### src/rtl/core/ffcalc_pkg.sv
// Shared types and constants for the four-function calculator core.
package ffcalc_pkg;

    typedef enum logic [1:0] {
        ACT_DIGIT  = 2'd0,
        ACT_OPER   = 2'd1,
        ACT_EQUALS = 2'd2,
        ACT_CLEAR  = 2'd3
    } t_action;

    typedef enum logic [2:0] {
        OP_NONE = 3'd0,
        OP_ADD  = 3'd1,
        OP_SUB  = 3'd2,
        OP_MUL  = 3'd3,
        OP_DIV  = 3'd4
    } t_op_code;

    typedef enum logic [1:0] {
        ST_IDLE = 2'd0,
        ST_DIV  = 2'd1,
        ST_FIN  = 2'd2
    } t_state;

    localparam int unsigned DataWidth = 32;
    localparam int unsigned DivCntWidth = 5;

endpackage

### src/rtl/core/four_function_calculator_core.sv
// Top level of the four-function calculator core with its shared iterative divider.
//
//  Channel | Direction | Handshake          | Payload
//  --------+-----------+--------------------+-----------------------------------------
//  key     | in        | i_valid / o_ready  | i_action, i_digit, i_operator
//  display | out       | o_valid / i_ready  | o_display_value, o_entering_flag
//
// Digit and clear words, and equals or operator words that do not apply a pending division
// with a nonzero divisor, finish in the cycle they are accepted. A word that applies such a
// division loads the divider, runs 32 restoring subtract-and-shift steps and then signs
// the quotient once the display register is free. Reset is synchronous, active low
// and clears all calculator state. A new key word is taken only while the divider is idle
// and the display register is empty or being emptied, so a stalled output holds the block.
module four_function_calculator_core (
    input  logic        i_clk,
    input  logic        i_rst_n,
    input  logic        i_valid,
    output logic        o_ready,
    input  logic [1:0]  i_action,
    input  logic [3:0]  i_digit,
    input  logic [1:0]  i_operator,
    output logic        o_valid,
    input  logic        i_ready,
    output logic signed [31:0] o_display_value,
    output logic        o_entering_flag
);
    import ffcalc_pkg::*;

    // Architectural calculator state.
    t_state                 r_state, n_state;
    logic [DataWidth-1:0]   r_acc, n_acc;
    logic [DataWidth-1:0]   r_entry, n_entry;
    t_op_code               r_pend, n_pend;
    logic                   r_entering, n_entering;

    // Display register that separates the key side from the display side.
    logic                   r_out_valid, n_out_valid;
    logic [DataWidth-1:0]   r_out_value, n_out_value;
    logic                   r_out_entering, n_out_entering;

    // Shared restoring divider working on magnitudes.
    logic [DataWidth-1:0]   r_rem, n_rem;
    logic [DataWidth-1:0]   r_quo, n_quo;
    logic [DataWidth-1:0]   r_dvs, n_dvs;
    logic                   r_neg, n_neg;
    logic                   r_div_eq, n_div_eq;
    logic [DivCntWidth-1:0] r_cnt, n_cnt;

    logic                   out_free;
    logic                   in_accept;
    logic                   div_start;
    logic [DataWidth-1:0]   applied;
    logic [DataWidth-1:0]   result;
    logic [DataWidth-1:0]   entry_shift;
    logic [DataWidth-1:0]   product;
    logic [DataWidth-1:0]   quotient;
    logic [DataWidth:0]     rem_shift;
    logic [DataWidth:0]     rem_diff;
    logic [DataWidth-1:0]   acc_mag;
    logic [DataWidth-1:0]   entry_mag;

    assign out_free  = !r_out_valid || i_ready;
    assign o_ready   = (r_state == ST_IDLE) && out_free;
    assign in_accept = i_valid && o_ready;

    assign o_valid         = r_out_valid;
    assign o_display_value = r_out_value;
    assign o_entering_flag = r_out_entering;

    // Entry times ten plus digit, built from two shifts and adds.
    assign entry_shift = {r_entry[DataWidth-4:0], 3'b000}
                       + {r_entry[DataWidth-2:0], 1'b0}
                       + {{(DataWidth-4){1'b0}}, i_digit};

    assign product   = r_acc * r_entry;
    assign acc_mag   = r_acc[DataWidth-1] ? (~r_acc + 1'b1) : r_acc;
    assign entry_mag = r_entry[DataWidth-1] ? (~r_entry + 1'b1) : r_entry;

    // A division with a zero divisor leaves the accumulator as it is, so
    // only a nonzero divisor sends the block through the divider.
    assign div_start = (r_pend == OP_DIV) && (r_entry != '0);

    // Pending operation applied combinationally; division is handled apart.
    always_comb begin
        case (r_pend)
            OP_ADD:  applied = r_acc + r_entry;
            OP_SUB:  applied = r_acc - r_entry;
            OP_MUL:  applied = product;
            default: applied = r_acc;
        endcase
        result = (r_pend == OP_NONE) ? r_entry : applied;
    end

    assign rem_shift = {r_rem, r_quo[DataWidth-1]};
    assign rem_diff  = rem_shift - {1'b0, r_dvs};
    assign quotient  = r_neg ? (~r_quo + 1'b1) : r_quo;

    always_comb begin
        n_state        = r_state;
        n_acc          = r_acc;
        n_entry        = r_entry;
        n_pend         = r_pend;
        n_entering     = r_entering;
        n_out_valid    = r_out_valid && !i_ready;
        n_out_value    = r_out_value;
        n_out_entering = r_out_entering;
        n_rem          = r_rem;
        n_quo          = r_quo;
        n_dvs          = r_dvs;
        n_neg          = r_neg;
        n_div_eq       = r_div_eq;
        n_cnt          = r_cnt;

        case (r_state)
            ST_IDLE: begin
                if (in_accept) begin
                    case (t_action'(i_action))
                        ACT_DIGIT: begin
                            n_entry        = r_entering ? entry_shift
                                                        : {{(DataWidth-4){1'b0}}, i_digit};
                            n_entering     = 1'b1;
                            n_out_valid    = 1'b1;
                            n_out_value    = n_entry;
                            n_out_entering = 1'b1;
                        end
                        ACT_OPER, ACT_EQUALS: begin
                            n_entering = 1'b0;
                            n_div_eq   = (t_action'(i_action) == ACT_EQUALS);
                            if (t_action'(i_action) == ACT_OPER) begin
                                n_pend  = t_op_code'({1'b0, i_operator} + 3'd1);
                                n_entry = '0;
                            end else begin
                                n_pend  = OP_NONE;
                            end
                            if (div_start) begin
                                n_rem   = '0;
                                n_quo   = acc_mag;
                                n_dvs   = entry_mag;
                                n_neg   = r_acc[DataWidth-1] ^ r_entry[DataWidth-1];
                                n_cnt   = '1;
                                n_state = ST_DIV;
                            end else begin
                                n_acc          = result;
                                if (t_action'(i_action) == ACT_EQUALS) begin
                                    n_entry = result;
                                end
                                n_out_valid    = 1'b1;
                                n_out_value    = result;
                                n_out_entering = 1'b0;
                            end
                        end
                        default: begin
                            n_acc          = '0;
                            n_entry        = '0;
                            n_pend         = OP_NONE;
                            n_entering     = 1'b0;
                            n_out_valid    = 1'b1;
                            n_out_value    = '0;
                            n_out_entering = 1'b0;
                        end
                    endcase
                end
            end
            ST_DIV: begin
                // One restoring step: shift in the next dividend bit and
                // keep the difference when it does not go negative.
                if (!rem_diff[DataWidth]) begin
                    n_rem = rem_diff[DataWidth-1:0];
                    n_quo = {r_quo[DataWidth-2:0], 1'b1};
                end else begin
                    n_rem = rem_shift[DataWidth-1:0];
                    n_quo = {r_quo[DataWidth-2:0], 1'b0};
                end
                n_cnt = r_cnt - 1'b1;
                if (r_cnt == '0) begin
                    n_state = ST_FIN;
                end
            end
            ST_FIN: begin
                if (out_free) begin
                    n_acc = quotient;
                    if (r_div_eq) begin
                        n_entry = quotient;
                    end
                    n_out_valid    = 1'b1;
                    n_out_value    = quotient;
                    n_out_entering = 1'b0;
                    n_state        = ST_IDLE;
                end
            end
            default: begin
                n_state = ST_IDLE;
            end
        endcase
    end

    always_ff @(posedge i_clk) begin
        if (!i_rst_n) begin
            r_state     <= ST_IDLE;
            r_acc       <= '0;
            r_entry     <= '0;
            r_pend      <= OP_NONE;
            r_entering  <= 1'b0;
            r_out_valid <= 1'b0;
        end else begin
            r_state     <= n_state;
            r_acc       <= n_acc;
            r_entry     <= n_entry;
            r_pend      <= n_pend;
            r_entering  <= n_entering;
            r_out_valid <= n_out_valid;
        end
    end

    always_ff @(posedge i_clk) begin
        r_out_value    <= n_out_value;
        r_out_entering <= n_out_entering;
        r_rem          <= n_rem;
        r_quo          <= n_quo;
        r_dvs          <= n_dvs;
        r_neg          <= n_neg;
        r_div_eq       <= n_div_eq;
        r_cnt          <= n_cnt;
    end

endmodule
### config.mk
export PLATFORM = sky130hd
export DESIGN_NAME = four_function_calculator_core
export DESIGN_NICKNAME = d
export VERILOG_FILES = /design/src/rtl/core/ffcalc_pkg.sv /design/src/rtl/core/four_function_calculator_core.sv
export SDC_FILE = /design/constraint.sdc
export NUM_CORES = 2
export LEC_CHECK = 0
export BUFFER_PORTS_ARGS = -buffer_cell sky130_fd_sc_hd__buf_2
export CAP_MARGIN = 20
export CORE_MARGIN = 3
export CORE_UTILIZATION = 40
export CTS_CLUSTER_SIZE = 24
export DETAILED_ROUTE_END_ITERATION = 10
export HOLD_SLACK_MARGIN = 0.1
export PLACE_DENSITY = 0.62
export SETUP_SLACK_MARGIN = 0.02
export SYNTH_ARGS = -nofsm -noshare
export SYNTH_HDL_FRONTEND = slang
export SYNTH_SLANG_ARGS = --single-unit
### constraint.sdc
create_clock -name i_clk -period 9.2 [get_ports i_clk]
set_input_delay 1.38 -clock i_clk [delete_from_list [all_inputs] [get_ports i_clk]]
set_output_delay 1.38 -clock i_clk [all_outputs]
set_load 0.02 [all_outputs]
Word level (Yosys, flattened, before mapping)
Index checks and enable logic that the tools add are counted.
- add/subtract/negate cells: 10
- $mul: 1
- equality and inequality tests: 16
- multiplexer cells: 55
- bitwise logic cells: 5
- reductions and logical operators: 24
- operators by type and width (cell ; number):
    32-bit two-way mux ; 21
    32-bit one-hot mux with 2 select lines ; 8
    32-bit by 1-bit adder with 32-bit output, second input constant ; 3
    32-bit NOT ; 3
    32-bit one-hot mux with 3 select lines ; 1
    32-bit adder ; 2
    33-bit by 32-bit subtractor with 33-bit output ; 1
    32-bit by 4-bit adder with 32-bit output ; 1
    32-bit by 32-bit multiplier with 32-bit output ; 1
    32-bit nonzero test ; 1
    32-bit subtractor ; 1
    31-bit two-way mux ; 1
    4-bit AND reduction ; 4
    5-bit two-way mux ; 3
    2-bit != test, second input constant ; 6
    2-bit two-way mux ; 5
    5-bit one-hot mux with 2 select lines ; 1
    5-bit AND reduction ; 2
    1-bit two-way mux ; 9
    3-bit by 2-bit equality test with 1-bit output, second input constant ; 2
    1-bit one-hot mux with 2 select lines ; 3
    2-bit one-hot mux with 3 select lines ; 1
    3-bit one-hot mux with 2 select lines ; 1
    3-bit AND reduction ; 2
    other kinds (20) ; 28
- register bits: 207
- logic and storage cells: 126

Depth between registers and ports, before layout
- depth in word-level cells: 8
- mapped depth: 29

Worst setup path after synthesis
OpenSTA, ideal clock, no wires.
- path kind: register -> register
- start point: reg r_entry[8]
- end point: reg r_entry[31]
- data arrival time: 7.363 ns
- slack: 1.763 ns
- cell stages (with the launch flop): 24
- path buffers: 2
- clock period less this slack: 7.437 ns
- cells stage by stage: dfxtp_1 clkbuf_1 buf_1 nand2_1 fa_1 fa_1 fa_1 fa_1 fa_1 inv_1 fa_1 fa_1 fa_1 ha_1 and4_1 nand2_1 or4_1 a21oi_1 o211ai_1 a21oi_1 nor3_1 o41ai_1 nand2_1 a31oi_1
- longest elaborated chain between the ends: 8
- ends and longest elaborated chain (item ; RTL line ; source):
    start, declared ; four_function_calculator_core.sv:32 ; logic [DataWidth-1:0] r_entry, n_entry;
    start signal, assigned ; four_function_calculator_core.sv:208 ; r_entry <= n_entry;
    32-bit by 32-bit multiplier with 32-bit output, or another cell as far along ; four_function_calculator_core.sv:75 ; assign product = r_acc * r_entry;
    32-bit one-hot mux with 3 select lines ; four_function_calculator_core.sv:85 ; case (r_pend)
    32-bit two-way mux ; four_function_calculator_core.sv:91 ; result = (r_pend == OP_NONE) ? r_entry : applied;
    32-bit two-way mux ; four_function_calculator_core.sv:144 ; if (t_action'(i_action) == ACT_EQUALS) begin
    32-bit two-way mux ; four_function_calculator_core.sv:135 ; if (div_start) begin
    32-bit one-hot mux with 2 select lines * ; four_function_calculator_core.sv:117 ; case (t_action'(i_action))
    32-bit two-way mux * ; four_function_calculator_core.sv:116 ; if (in_accept) begin
    32-bit one-hot mux with 2 select lines * ; four_function_calculator_core.sv:114 ; case (r_state)
Every way passes the cells marked *; elsewhere a longest branch is shown, timed or not. The select of a mux whose other input is x is not followed.
A chain may end at the register's enable or synchronous reset.

Worst setup path in the final report
- start point: reg r_entry[10]
- end point: reg r_entry[31]
The elaborated chain is that of the path after synthesis.

==> results_dict.tcl <==
set metrics [dict create \
    clk_path_buf_depth 3 \
    finalSetupViolCount 0 \
    synth_top_family_by_area "adder cells" \
    startpoint "r_entry[10]" \
    hold_buffers 0 \
    clock_tree.root_cell "clkbuf_16" \
    path_class "flip-flop to flip-flop" \
    synth_flop_cell "edfxtp_1" \
    synth-compound-area-share_pct 15.11 \
    cellInternalPower_mw 2.189 \
    post_route_cells_drive_above_1_share_pct 6.182 \
    n_antenna_cell 0 \
    rrSetupSlack_ns 0.66 \
    synth_xor_area_share_pct 6.806 \
    cp-start-kind "flip-flop" \
    fin_setup_tns_ns 0 \
    ff2ff_path_depth 22 \
    required_ns 9.67 \
    crit_path_end_kind "flip-flop" \
    p_per_area_nw_per_um2 99.87 \
    antenna_left 0 \
    coreArea_um2 83820 \
    cap_violations 0 \
    postSynthCellCount 3985 \
    final_cell_mix "nand2_1 (455), inv_1 (449), fa_1 (412)" \
    synthesis.nets 4663 \
    ios 47 \
    outcome "completed" \
    rows 106 \
    clkPwrFrac_pct 30.1 \
    post_cts_buffers 0 \
    synth.ff_latch_count 207 \
    grt_first_pass_wirelength_um 182800 \
    final_nets 4590 \
    tritoncts "done" \
    peakVddDrop_uv 113.9 \
    place.detailed.hpwl_um 91830 \
    dr.first_iter.drc_count 2779 \
    drt_pass1_iterations 8 \
    hold_class "flip-flop to flip-flop" \
    fill_cells 8406 \
    timing.final.crit_period_ns 8.544 \
    yosysUniqueCellTypes 80 \
    post_cts_resize_count 0 \
    arrival_ns 9.01 \
    yosys.area_share.adder_pct 33.72 \
    grt_antenna_before_repair 3 \
    area_growth_pct 7.253 \
    cts_max_level 1 \
    hold_viol 0 \
    grt_max_degree 68 \
    cts_made_buffers 25 \
    report.final.slew_viol_count 0 \
    place.gp.congestion 1.001 \
    regArea_um2 5509 \
    clock_sinks 207 \
    synth_area_um2 33920 \
    cp-endpoint "r_entry[31]" \
    avgSynthCellArea_um2 8.511 \
    start_util_pct 40.46 \
    portBuffers 46 \
    crit_fanout 16 \
    multiInputGateArea_um2 25760 \
    fin_worst_skew_ns 0.03385 \
    rsz0062_at_grt "false" \
    async_reset_ff_share_pct 0 \
    grt_remaining_overflow 0 \
    insertion_delay_ns 0.57 \
    vias 29210 \
    finalCritPeriodShare_pct 92.87 \
    die_area_um2 88320 \
    die_w_um 297.2 \
    switching_share_pct 39.75 \
    final_common_cell "nand2_1" \
    reg2reg_from "r_entry[10]" \
    track_usage_pct 26.58 \
    clkTransAtPathRegs_ns 0.06 \
    worstMarginPinSlew_ns 1.101 \
    synth-simple-area-share_pct 18.95 \
    synth_edf_count 136 \
    pwr-share-comb_pct 38.9 \
    total_power_mw 3.633 \
    ys_seq_area_share_pct 16.23 \
    reg2reg_to "r_entry[31]" \
    leakage_nw 16.07 \
    wirelength_um 118100 \
    muxShareOfSynthArea_pct 1.262 \
    seqPwrFrac_pct 31.0 \
    ys_warn_count 0 \
    route.detailed.drc 0 \
    relSlewSlack_pct 26.48 \
    fmax_mhz 117.0 \
    drt-wirelength-per-cell_um 23.31 \
    final_util_pct 43.40 \
    die_h_um 297.2 \
    p_switching_mw 1.444 \
    grt_pass1_vias 29440 \
    vias_per_cell 5.766 \
]
==> cells in the mapped netlist, drive strengths merged, types with 62 or more instances <==
| cell type | instances | area share [%] |
|---|---|---|
| edfxtp | 136 | 12 |
| dfxtp | 71 | 4.2 |
| xnor2 | 149 | 3.8 |
| o21ai | 214 | 3.2 |
| and2 | 333 | 6.1 |
| ha | 254 | 9.4 |
| xor2 | 112 | 2.9 |
| a211oi | 62 | 1.4 |
| a21oi | 173 | 2.6 |
| fa | 412 | 24 |
| clkbuf | 240 | 2.7 |
| nor2 | 209 | 2.3 |
| inv | 450 | 5.0 |
| nand2 | 455 | 5.0 |
==> area by class of cell <==
cell class	count	area share, %
clock buffers	36	1.943
clock inverters	10	0.4334
flip-flops and latches	207	15.14
well taps	1134	3.900
inverters	453	4.674
repair buffers	162	3.096
multi-input cells	3063	70.81
==> registers in the layout, summed over array words and instances, names as in the netlist <==
| register | count |
|---|---|
| o_display_value | 32 |
| r_entry | 32 |
| r_acc | 32 |
| r_pend | 3 |
| r_state | 2 |
| r_dvs | 32 |
| o_valid | 1 |
| r_quo | 32 |
| r_entering | 1 |
| o_entering_flag | 1 |
| r_rem | 32 |
| r_neg | 1 |
| r_cnt | 5 |
| r_div_eq | 1 |
==> cell families (layout without fill, tap and decap cells) <==
| logic type | count (synthesis) | count (layout) |
|---|---|---|
| flops | 207 | 207 |
| compound gates | 797 | 797 |
| simple gates | 1295 | 1295 |
| fa+ha+maj | 667 | 667 |
| mux | 42 | 42 |
| xor+xnor | 262 | 262 |
| buf+inv | 715 | 661 |
==> power groups by stage <==
stage          clock (mW)  combinational (mW)  sequential [mW]
2_1_floorplan           0               0.950             1.08
3_3_place_gp            0                1.37             1.14
3_5_place_dp            0                1.38             1.14
4_1_cts              1.10                1.39             1.12
5_1_grt              1.14                1.54             1.13
6_report             1.09                1.41             1.13
==> worst max-delay path, stage by stage, from the launching register on <==
cell,delay (ns)
dfxtp_1,0.79
buf_4,0.37
nand2_1,0.10
fa_1,0.49
fa_1,0.53
fa_1,0.51
fa_1,0.52
inv_1,0.06
fa_1,0.57
fa_1,0.43
fa_1,0.52
fa_1,0.42
ha_1,0.42
and4_1,0.27
nand2_1,0.08
or4_1,0.50
a21oi_1,0.24
o211ai_1,0.16
a21oi_1,0.23
nor3_1,0.08
o41ai_1,0.83
nand2_1,0.10
a31oi_1,0.19
==> worst min path at each step <==
stage / start / to / slack, ns / depth (start not counted)
after floorplan: r_entering / r_entering / 0.50 / 2
after global placement: r_cnt[0] / r_cnt[0] / 0.57 / 1
after detailed placement: r_quo[13] / r_quo[14] / 0.58 / 2
after CTS: r_quo[13] / r_quo[14] / 0.60 / 2
after global routing: r_quo[13] / r_quo[14] / 0.62 / 2
final: r_cnt[0] / r_cnt[0] / 0.59 / 1
==> per-stage QoR <==
stage	hold WS (ns)	instances	cell area, um2	worst slack [ns]
2_1_floorplan	0.4963	3985	33920	1.763
4_1_cts	0.5978	5063	36350	0.7230
6_report	0.5912	5065	36380	0.6559
3_5_place_dp	0.5829	5017	35490	0.8057
5_1_grt	0.6242	5065	36380	0.2459
3_3_place_gp	0.5735	5017	35490	0.8499
==> layer usage <==
metal  global-route usage [%]  share of wire (%)  vias to the layer above
met5                        0             0.0059                        -
met4                    10.35                4.4                        2
met3                    3.934                9.4                      235
met1                    37.86                 43                    14390
li1                         -                  -                    13130
met2                    40.74                 43                     1450
No activity file was read; power rests on OpenSTA's default activity.
